File: config.mk
export PLATFORM = sky130hd
export DESIGN_NAME = telemetry_frame_sync_crc16_core
export DESIGN_NICKNAME = d
export VERILOG_FILES = /design/src/design/tfsync_pkg.sv /design/src/design/tfsync_crc.sv /design/src/design/tfsync_window.sv /design/src/design/telemetry_frame_sync_crc16_core.sv
export SDC_FILE = /design/constraint.sdc
export NUM_CORES = 1
export LEC_CHECK = 0
export ABC_AREA = 0
export BUFFER_PORTS_ARGS = -buffer_cell sky130_fd_sc_hd__buf_4
export CAP_MARGIN = 5
export CELL_PAD_IN_SITES_DETAIL_PLACEMENT = 2
export CELL_PAD_IN_SITES_GLOBAL_PLACEMENT = 2
export CORE_UTILIZATION = 49
export CTS_BUF_LIST = sky130_fd_sc_hd__clkbuf_4
export DETAILED_ROUTE_END_ITERATION = 16
export GPL_TIMING_DRIVEN = 1
export HOLD_SLACK_MARGIN = 0.1
export PLACE_DENSITY = 0.95
export SYNTH_ARGS = -nofsm -noshare
export SYNTH_HDL_FRONTEND = slang
export SYNTH_SLANG_ARGS = --single-unit
File: constraint.sdc
create_clock -name clk -period 31.4 [get_ports clk]
set_input_delay 4.71 -clock clk [delete_from_list [all_inputs] [get_ports clk]]
set_output_delay 4.71 -clock clk [all_outputs]
set_load 0.03 [all_outputs]
File: src/design/tfsync_pkg.sv
// Shared constants, types and CRC helper for the telemetry frame sync block.
`default_nettype none

package tfsync_pkg;

  // Link framing constants.
  localparam logic [7:0]  SYNC_A    = 8'hA5;
  localparam logic [7:0]  SYNC_B    = 8'h5A;
  localparam int          CRC_W     = 16;
  localparam logic [15:0] CRC_POLY  = 16'h8408;
  localparam logic [15:0] CRC_INIT  = 16'hFFFF;
  localparam int          STAMP_W   = 48;
  localparam int          COUNT_W   = 32;
  localparam int          ANGLE_W   = 32;

  // Event codes carried on the result channel.
  localparam logic EV_GOOD     = 1'b0;
  localparam logic EV_CRC_FAIL = 1'b1;

  // Control from the frame checker to the byte window.
  typedef struct packed {
    logic step;     // shift one byte into the window
    logic restart;  // a good frame was taken: empty the window
  } win_ctrl_t;

  // Bit-serial reflected CRC over nbits data bits, all zero except the bit
  // at position hot (none when hot is negative), starting from seed. Used
  // only with constant arguments to build the parallel CRC matrix.
  function automatic logic [15:0] crc_unit(input int nbits, input int hot,
                                           input logic [15:0] seed);
    logic [15:0] c;
    logic        fb;
    c = seed;
    for (int n = 0; n < nbits; n++) begin
      fb = c[0] ^ (n == hot);
      c  = {1'b0, c[15:1]} ^ (fb ? CRC_POLY : 16'h0000);
    end
    return c;
  endfunction

endpackage

`default_nettype wire

File: src/design/tfsync_crc.sv
// Parallel CRC-16/MCRF4XX over the frame payload, built as XOR trees.
`default_nettype none

module tfsync_crc #(
  parameter int PAYLOAD_WORDS = 8
) (
  input  wire logic [8*4*PAYLOAD_WORDS-1:0] data,
  output logic [tfsync_pkg::CRC_W-1:0]      crc
);

  localparam int DATA_W = 8 * 4 * PAYLOAD_WORDS;

  // Contribution of the init value when every data bit is zero.
  localparam logic [15:0] INIT_TERM =
    tfsync_pkg::crc_unit(DATA_W, -1, tfsync_pkg::CRC_INIT);

  // Which data bits feed CRC output bit k.
  function automatic logic [DATA_W-1:0] crc_mask(input int k);
    logic [DATA_W-1:0] m;
    logic [15:0]       col;
    m = '0;
    for (int j = 0; j < DATA_W; j++) begin
      col  = tfsync_pkg::crc_unit(DATA_W, j, 16'h0000);
      m[j] = col[k];
    end
    return m;
  endfunction

  // Each output bit is an independent XOR tree over its data bits.
  for (genvar k = 0; k < tfsync_pkg::CRC_W; k++) begin : g_bit
    localparam logic [DATA_W-1:0] MASK = crc_mask(k);
    assign crc[k] = (^(data & MASK)) ^ INIT_TERM[k];
  end

endmodule

`default_nettype wire

File: src/design/tfsync_window.sv
// Sliding byte window: shift line of the last bytes plus a fill counter.
`default_nettype none

module tfsync_window #(
  parameter int PAYLOAD_WORDS = 8
) (
  input  wire logic                           clk,
  input  wire logic                           rst,
  input  wire tfsync_pkg::win_ctrl_t          ctrl,
  input  wire logic [7:0]                     new_byte,
  output logic [8*(4*PAYLOAD_WORDS+4)-1:0]    frame,
  output logic                                full
);

  localparam int FRAME_LEN = 4 * PAYLOAD_WORDS + 4;
  localparam int HOLD      = FRAME_LEN - 1;
  localparam int FILL_W    = $clog2(FRAME_LEN);
  localparam logic [FILL_W-1:0] FILL_MAX = FILL_W'(HOLD);

  logic [7:0]        taps [HOLD];
  logic [FILL_W-1:0] fill;
  logic [FILL_W-1:0] fill_next;

  // The window is complete when the incoming byte lands on the last slot.
  assign full = (fill == FILL_MAX);

  // Oldest byte at the bottom, the incoming byte on top.
  always_comb begin
    for (int i = 0; i < HOLD; i++) begin
      frame[8*i +: 8] = taps[i];
    end
    frame[8*HOLD +: 8] = new_byte;
  end

  // Every transaction shifts in; the stored bytes are always the latest ones.
  always_ff @(posedge clk) begin
    if (ctrl.step) begin
      for (int i = 0; i < HOLD - 1; i++) begin
        taps[i] <= taps[i+1];
      end
      taps[HOLD-1] <= new_byte;
    end
  end

  // Fill saturates one below a full frame; a good frame empties the window.
  always_comb begin
    fill_next = fill;
    if (ctrl.step) begin
      if (ctrl.restart) begin
        fill_next = '0;
      end else if (!full) begin
        fill_next = fill + FILL_W'(1);
      end
    end
  end

  always_ff @(posedge clk) begin
    if (rst) begin
      fill <= '0;
    end else begin
      fill <= fill_next;
    end
  end

endmodule

`default_nettype wire

File: src/design/telemetry_frame_sync_crc16_core.sv
// Top level of the telemetry frame sync and CRC-16 check block.
//
// Input channel (in_valid/in_ready) carries one received byte and its
// arrival stamp per transaction. The block keeps the last 4*PAYLOAD_WORDS+4
// bytes; once that many bytes are held it looks for the A5 5A header and
// checks CRC-16/MCRF4XX over the payload against the little-endian word in
// the last two bytes. A good frame yields a result with the yaw and pitch
// bit patterns and empties the window; a header with a bad CRC yields an
// error result and slides by one byte. Windows without a header give no
// result. Both totals saturate at all ones.
// A taken byte is checked while it sits in the input register, and any
// result is written to the result register and shown on out_valid. One
// transaction per cycle is sustained unless results stall; the parallel
// CRC tree between the input and result registers sets the cycle time.
// Reset empties the window, clears both totals and drops pending results.
// When the receiver stalls the result register holds, the input register
// fills, and in_ready then drops until the result is taken.
`default_nettype none

module telemetry_frame_sync_crc16_core #(
  parameter int PAYLOAD_WORDS = 8
) (
  input  wire logic                              clk,
  input  wire logic                              rst,
  input  wire logic                              in_valid,
  output logic                                   in_ready,
  input  wire logic [7:0]                        rx_byte,
  input  wire logic [tfsync_pkg::STAMP_W-1:0]    arrival_stamp,
  output logic                                   out_valid,
  input  wire logic                              out_ready,
  output logic                                   event_kind,
  output logic [tfsync_pkg::ANGLE_W-1:0]         yaw_bits,
  output logic [tfsync_pkg::ANGLE_W-1:0]         pitch_bits,
  output logic [tfsync_pkg::STAMP_W-1:0]         frame_stamp,
  output logic [tfsync_pkg::COUNT_W-1:0]         good_total,
  output logic [tfsync_pkg::COUNT_W-1:0]         crc_fail_total
);

  localparam int FRAME_LEN = 4 * PAYLOAD_WORDS + 4;
  localparam int CRC_BYTES = 4 * PAYLOAD_WORDS;

  // Input register.
  logic                           s1_valid;
  logic [7:0]                     s1_byte;
  logic [tfsync_pkg::STAMP_W-1:0] s1_stamp;

  logic advance;
  logic step;

  // The check stage moves whenever the result register can take a value.
  assign advance  = !out_valid || out_ready;
  assign step     = s1_valid && advance;
  assign in_ready = !s1_valid || advance;

  always_ff @(posedge clk) begin
    if (rst) begin
      s1_valid <= 1'b0;
    end else if (in_ready) begin
      s1_valid <= in_valid;
    end
  end

  always_ff @(posedge clk) begin
    if (in_valid && in_ready) begin
      s1_byte  <= rx_byte;
      s1_stamp <= arrival_stamp;
    end
  end

  // Byte window.
  tfsync_pkg::win_ctrl_t       win_ctrl;
  logic [8*FRAME_LEN-1:0]      frame;
  logic                        full;

  tfsync_window #(
    .PAYLOAD_WORDS (PAYLOAD_WORDS)
  ) u_window (
    .clk      (clk),
    .rst      (rst),
    .ctrl     (win_ctrl),
    .new_byte (s1_byte),
    .frame    (frame),
    .full     (full)
  );

  // CRC over the payload bytes that follow the header.
  logic [tfsync_pkg::CRC_W-1:0] crc_got;

  tfsync_crc #(
    .PAYLOAD_WORDS (PAYLOAD_WORDS)
  ) u_crc (
    .data (frame[16 +: 8*CRC_BYTES]),
    .crc  (crc_got)
  );

  // Frame decision.
  logic [tfsync_pkg::CRC_W-1:0] crc_want;
  logic                         header_ok;
  logic                         frame_good;
  logic                         frame_bad;

  assign crc_want   = frame[8*(FRAME_LEN-2) +: 16];
  assign header_ok  = (frame[7:0] == tfsync_pkg::SYNC_A) &&
                      (frame[15:8] == tfsync_pkg::SYNC_B);
  assign frame_good = full && header_ok && (crc_got == crc_want);
  assign frame_bad  = full && header_ok && (crc_got != crc_want);

  assign win_ctrl.step    = step;
  assign win_ctrl.restart = frame_good;

  // Saturating totals.
  logic [tfsync_pkg::COUNT_W-1:0] good_count;
  logic [tfsync_pkg::COUNT_W-1:0] good_count_next;
  logic [tfsync_pkg::COUNT_W-1:0] crc_fail_count;
  logic [tfsync_pkg::COUNT_W-1:0] crc_fail_count_next;

  always_comb begin
    good_count_next     = good_count;
    crc_fail_count_next = crc_fail_count;
    if (frame_good && (good_count != '1)) begin
      good_count_next = good_count + tfsync_pkg::COUNT_W'(1);
    end
    if (frame_bad && (crc_fail_count != '1)) begin
      crc_fail_count_next = crc_fail_count + tfsync_pkg::COUNT_W'(1);
    end
  end

  always_ff @(posedge clk) begin
    if (rst) begin
      good_count     <= '0;
      crc_fail_count <= '0;
    end else if (step) begin
      good_count     <= good_count_next;
      crc_fail_count <= crc_fail_count_next;
    end
  end

  // Result register.
  always_ff @(posedge clk) begin
    if (rst) begin
      out_valid <= 1'b0;
    end else if (advance) begin
      out_valid <= step && (frame_good || frame_bad);
    end
  end

  always_ff @(posedge clk) begin
    if (step) begin
      event_kind     <= frame_good ? tfsync_pkg::EV_GOOD : tfsync_pkg::EV_CRC_FAIL;
      yaw_bits       <= frame_good ? frame[16 +: 32] : '0;
      pitch_bits     <= frame_good ? frame[48 +: 32] : '0;
      frame_stamp    <= s1_stamp;
      good_total     <= good_count_next;
      crc_fail_total <= crc_fail_count_next;
    end
  end

endmodule

`default_nettype wire
==> summary.txt <==
Outcome
  • Status: completed

Logic synthesis
  • Post-synth EDFFs: 513
  • Top FF cell, synth: edfxtp_1
  • Yosys cell types: 46
  • Syn avg cell area: 14.46 um2
  • Synthesis-stage register bit count: ~590
  • Seq/Total Area, Yosys: 55.78%
  • Yosys Warn Count: 0
  • Mapped Cells: 2088
  • Post-Syn Area: 30200 um2
  • Mapped Nets: around 2200
  • Post-synth ARST share: 0%

Clock network
  • Cts hold-fix bufs: 0
  • CTS buffer count: 160
  • Clk_lat worst skew: 1110 ps
  • CTS Sinks: 585
  • Post-CTS Resized: 0
  • Root Buffer: clkbuf_4
  • CTS tree: done
  • CTS clk-pin slew, worst paths: 70 ps
  • Setup Fix Bufs, Post-CTS: 0
  • Clock Path Buffers: 3
  • Number of H-tree levels: 4

STA
  • Hold WS: 390.3 ps
  • Fin crit share: about a third
  • Max-slew headroom: a little over a tenth
  • Final Max Slew Viols: 0
  • Min Tclk post-route: 9942 ps
  • RSZ-0062 raised after global routing: false
  • Worst-margin pin slew: between 1000 and 1500 ps
  • Final Hold Viols: 0
  • Setup TNS: 0 ps
  • Setup Skew: 129.4 ps
  • Post-layout worst setup margin: 21460 ps
  • Final Setup Violations: 0
  • F_max: ~0.10 GHz

Global routing
  • Largest net degree at the start of global routing: roughly 190
  • Vias in the first global route: 22562
  • Initial antenna violation count: 7
  • Grt total ovfl: 0
  • First-pass GRT wire length: 183100 um
  • All-layer global routing usage: 42.50%

Die
  • Die area: 62630 um2
  • # IOs: 239
  • Core region area: 60580 um2
  • Core Rows: 90
  • Initial Util: 49.85%
  • Die X: 250.3 um
  • Die H: between 200 and 300 um

Cells and area
  • Synthesis-to-layout area growth: 14.91%
  • Nets: 2466
  • Fill cell count: 5445
  • Commonest non-fill, non-tap cell in the layout: xnor2_1
  • Final cell count without fillers: 3311
  • Multi-input logic area: 12880 um2
  • Share of cells above drive strength 1: 20.51%
  • Commonest cells after routing, fill and taps aside: xnor2_1 (609), edfxtp_1 (513), buf_4 (253), clkbuf_4 (225), xnor3_1 (138)
  • FF+latch area: 16850 um2

Place
  • PortBufs: 238
  • Hpwl dp: 90120 um
  • Pre-CTS setup slack: 21490 ps
  • Routability congestion estimate from global placement: ~1.1
  • Placed cells: 3023

Detailed routing
  • DRT antenna net count: 0
  • Drt drc: 0
  • DR vias: around 21000
  • WL/cell: 40.14 um
  • Initial detailed-routing violation count: roughly 2800
  • DR vias/cell: 6.397
  • Final wirelength: 132900 um
  • First-pass iteration count of the detailed router: 5

Critical path
  • Crit-path most repeated cell: buf_4
  • Worst path cell trace: buf_4 -> nand3b_1 -> buf_4
  • CP max stage delay: 210 ps
  • Worst path slowest cell: nand3b_1
  • Critical Path RT: 26690 ps
  • Worst path bufs/invs: 2
  • Crit path max-delay family: buffers and inverters
  • Worst Path Max Fanout: 3
  • Crit Path Class: in -> out
  • Crit path DAT: 5230 ps
  • Element type at the critical path end: primary output
  • Worst setup SP type: input pin

Power
  • VDD IR max: 0.05205 mV
  • Cell Pwr Density: 68.99 nW/um2
  • Leakage: 0.01306 uW
  • Power Total: 2394 uW

Min path
  • HP Class: reg -> reg

Flow run
  • Max cap viols: 0
[flip-flops by register name, indices dropped and copies added, names as in the netlist, 6 cells and up]
signal	count
frame_stamp	48
u_window.fill	6
crc_fail_total	32
pitch_bits	32
u_window.taps	280
good_count	32
crc_fail_count	32
s1_stamp	48
yaw_bits	32
s1_byte	8
good_total	32
[worst register-to-register path, stage by stage, from the launching register on]
cell      delay, ps
edfxtp_1        570
xnor2_1        1000
xnor3_1         580
xnor3_1         430
xnor3_1         460
xnor3_1         390
xnor3_1         240
nand4_1         140
nor4_2          350
buf_4           270
buf_4           960
and3_1          680
[cells by family after synthesis]
logic type	after synthesis	synth area share, %
DFF	585	55.78
and+or+nand+nor	353	7.126
xor gates and xnor gates	884	32.40
AOI/OAI and AO/OA	141	2.904
buffers and inverters	120	1.587
muxes	2	0.07457
adders and majority gates	3	0.1243
[metal layers]
| metal | wire, um | global-route usage (%) |
|---|---|---|
| met1 | 47230 | 50.99 |
| met2 | 63270 | 69.14 |
| met3 | 13670 | 10.49 |
| met4 | 8716 | 26.05 |
| met5 | 13 | 0 |
[cell type report]
class / instances / share of cell area, %
Antenna cell: 4 / 0.02885
Sequential cell: 585 / 48.55
Clock buffer: 225 / 4.868
Inverter: 19 / 0.2272
Tap cell: 782 / 2.820
Timing Repair Buffer: 254 / 5.531
Multi-Input combinational cell: 1383 / 37.13
Clock inverter: 59 / 0.8473
[per-stage QoR]
stage                     instance area [um2]  utilization (%)
after CTS                               34690            57.26
after global placement                  32710            53.99
after floorplan                         30200                -
after detailed placement                32710            53.99
after global routing                    34700            57.27
final                                   34700            57.28
[synthesized netlist by cell type (all sizes together), types with 3 or more instances]
master / instances / area, um2
and3: 83 / 519.3
o31ai: 57 / 427.9
a21oi: 70 / 350.3
xor3: 7 / 166.4
edfxtp: 513 / 15400
xnor2: 612 / 5383
xnor3: 139 / 3132
nand3: 48 / 240.2
inv: 19 / 71.32
or3: 5 / 31.28
dfxtp: 72 / 1441
nand4: 53 / 331.6
o21ai: 6 / 30.03
nor4bb: 4 / 40.04
nor4: 17 / 118.9
ha: 3 / 37.54
nor3: 18 / 90.09
buf: 17 / 90.08
nand2: 30 / 112.6
nor2: 15 / 56.30
or4: 57 / 431.7
clkbuf: 84 / 317.8
xor2: 126 / 1104
and4: 5 / 43.79
and2: 8 / 50.05
[final timing paths]
| path | from | end | slack, ps | cells past startpoint |
|---|---|---|---|---|
| worst min register to register | s1_stamp[36]$_DFFE_PP_ | frame_stamp[36]$_DFFE_PP_ | 390 | 0 |
| worst min-delay path | s1_stamp[36]$_DFFE_PP_ | frame_stamp[36]$_DFFE_PP_ | 390 | 0 |
| worst max register to register | u_window.taps[3][0]$_DFFE_PP_ | pitch_bits[14]$_SDFFCE_PP0P_ | 25180 | 11 |
| worst max-delay path | out_ready | in_ready | 21460 | 3 |
[power breakdown]
group	leakage [uW]	switching, uW	internal, uW
combinational	0.00634	358	383
clock	0.00117	396	342
sequential	0.00554	42.8	873
total	0.0131	796	1600
No activity file was read; power rests on OpenSTA's default activity.
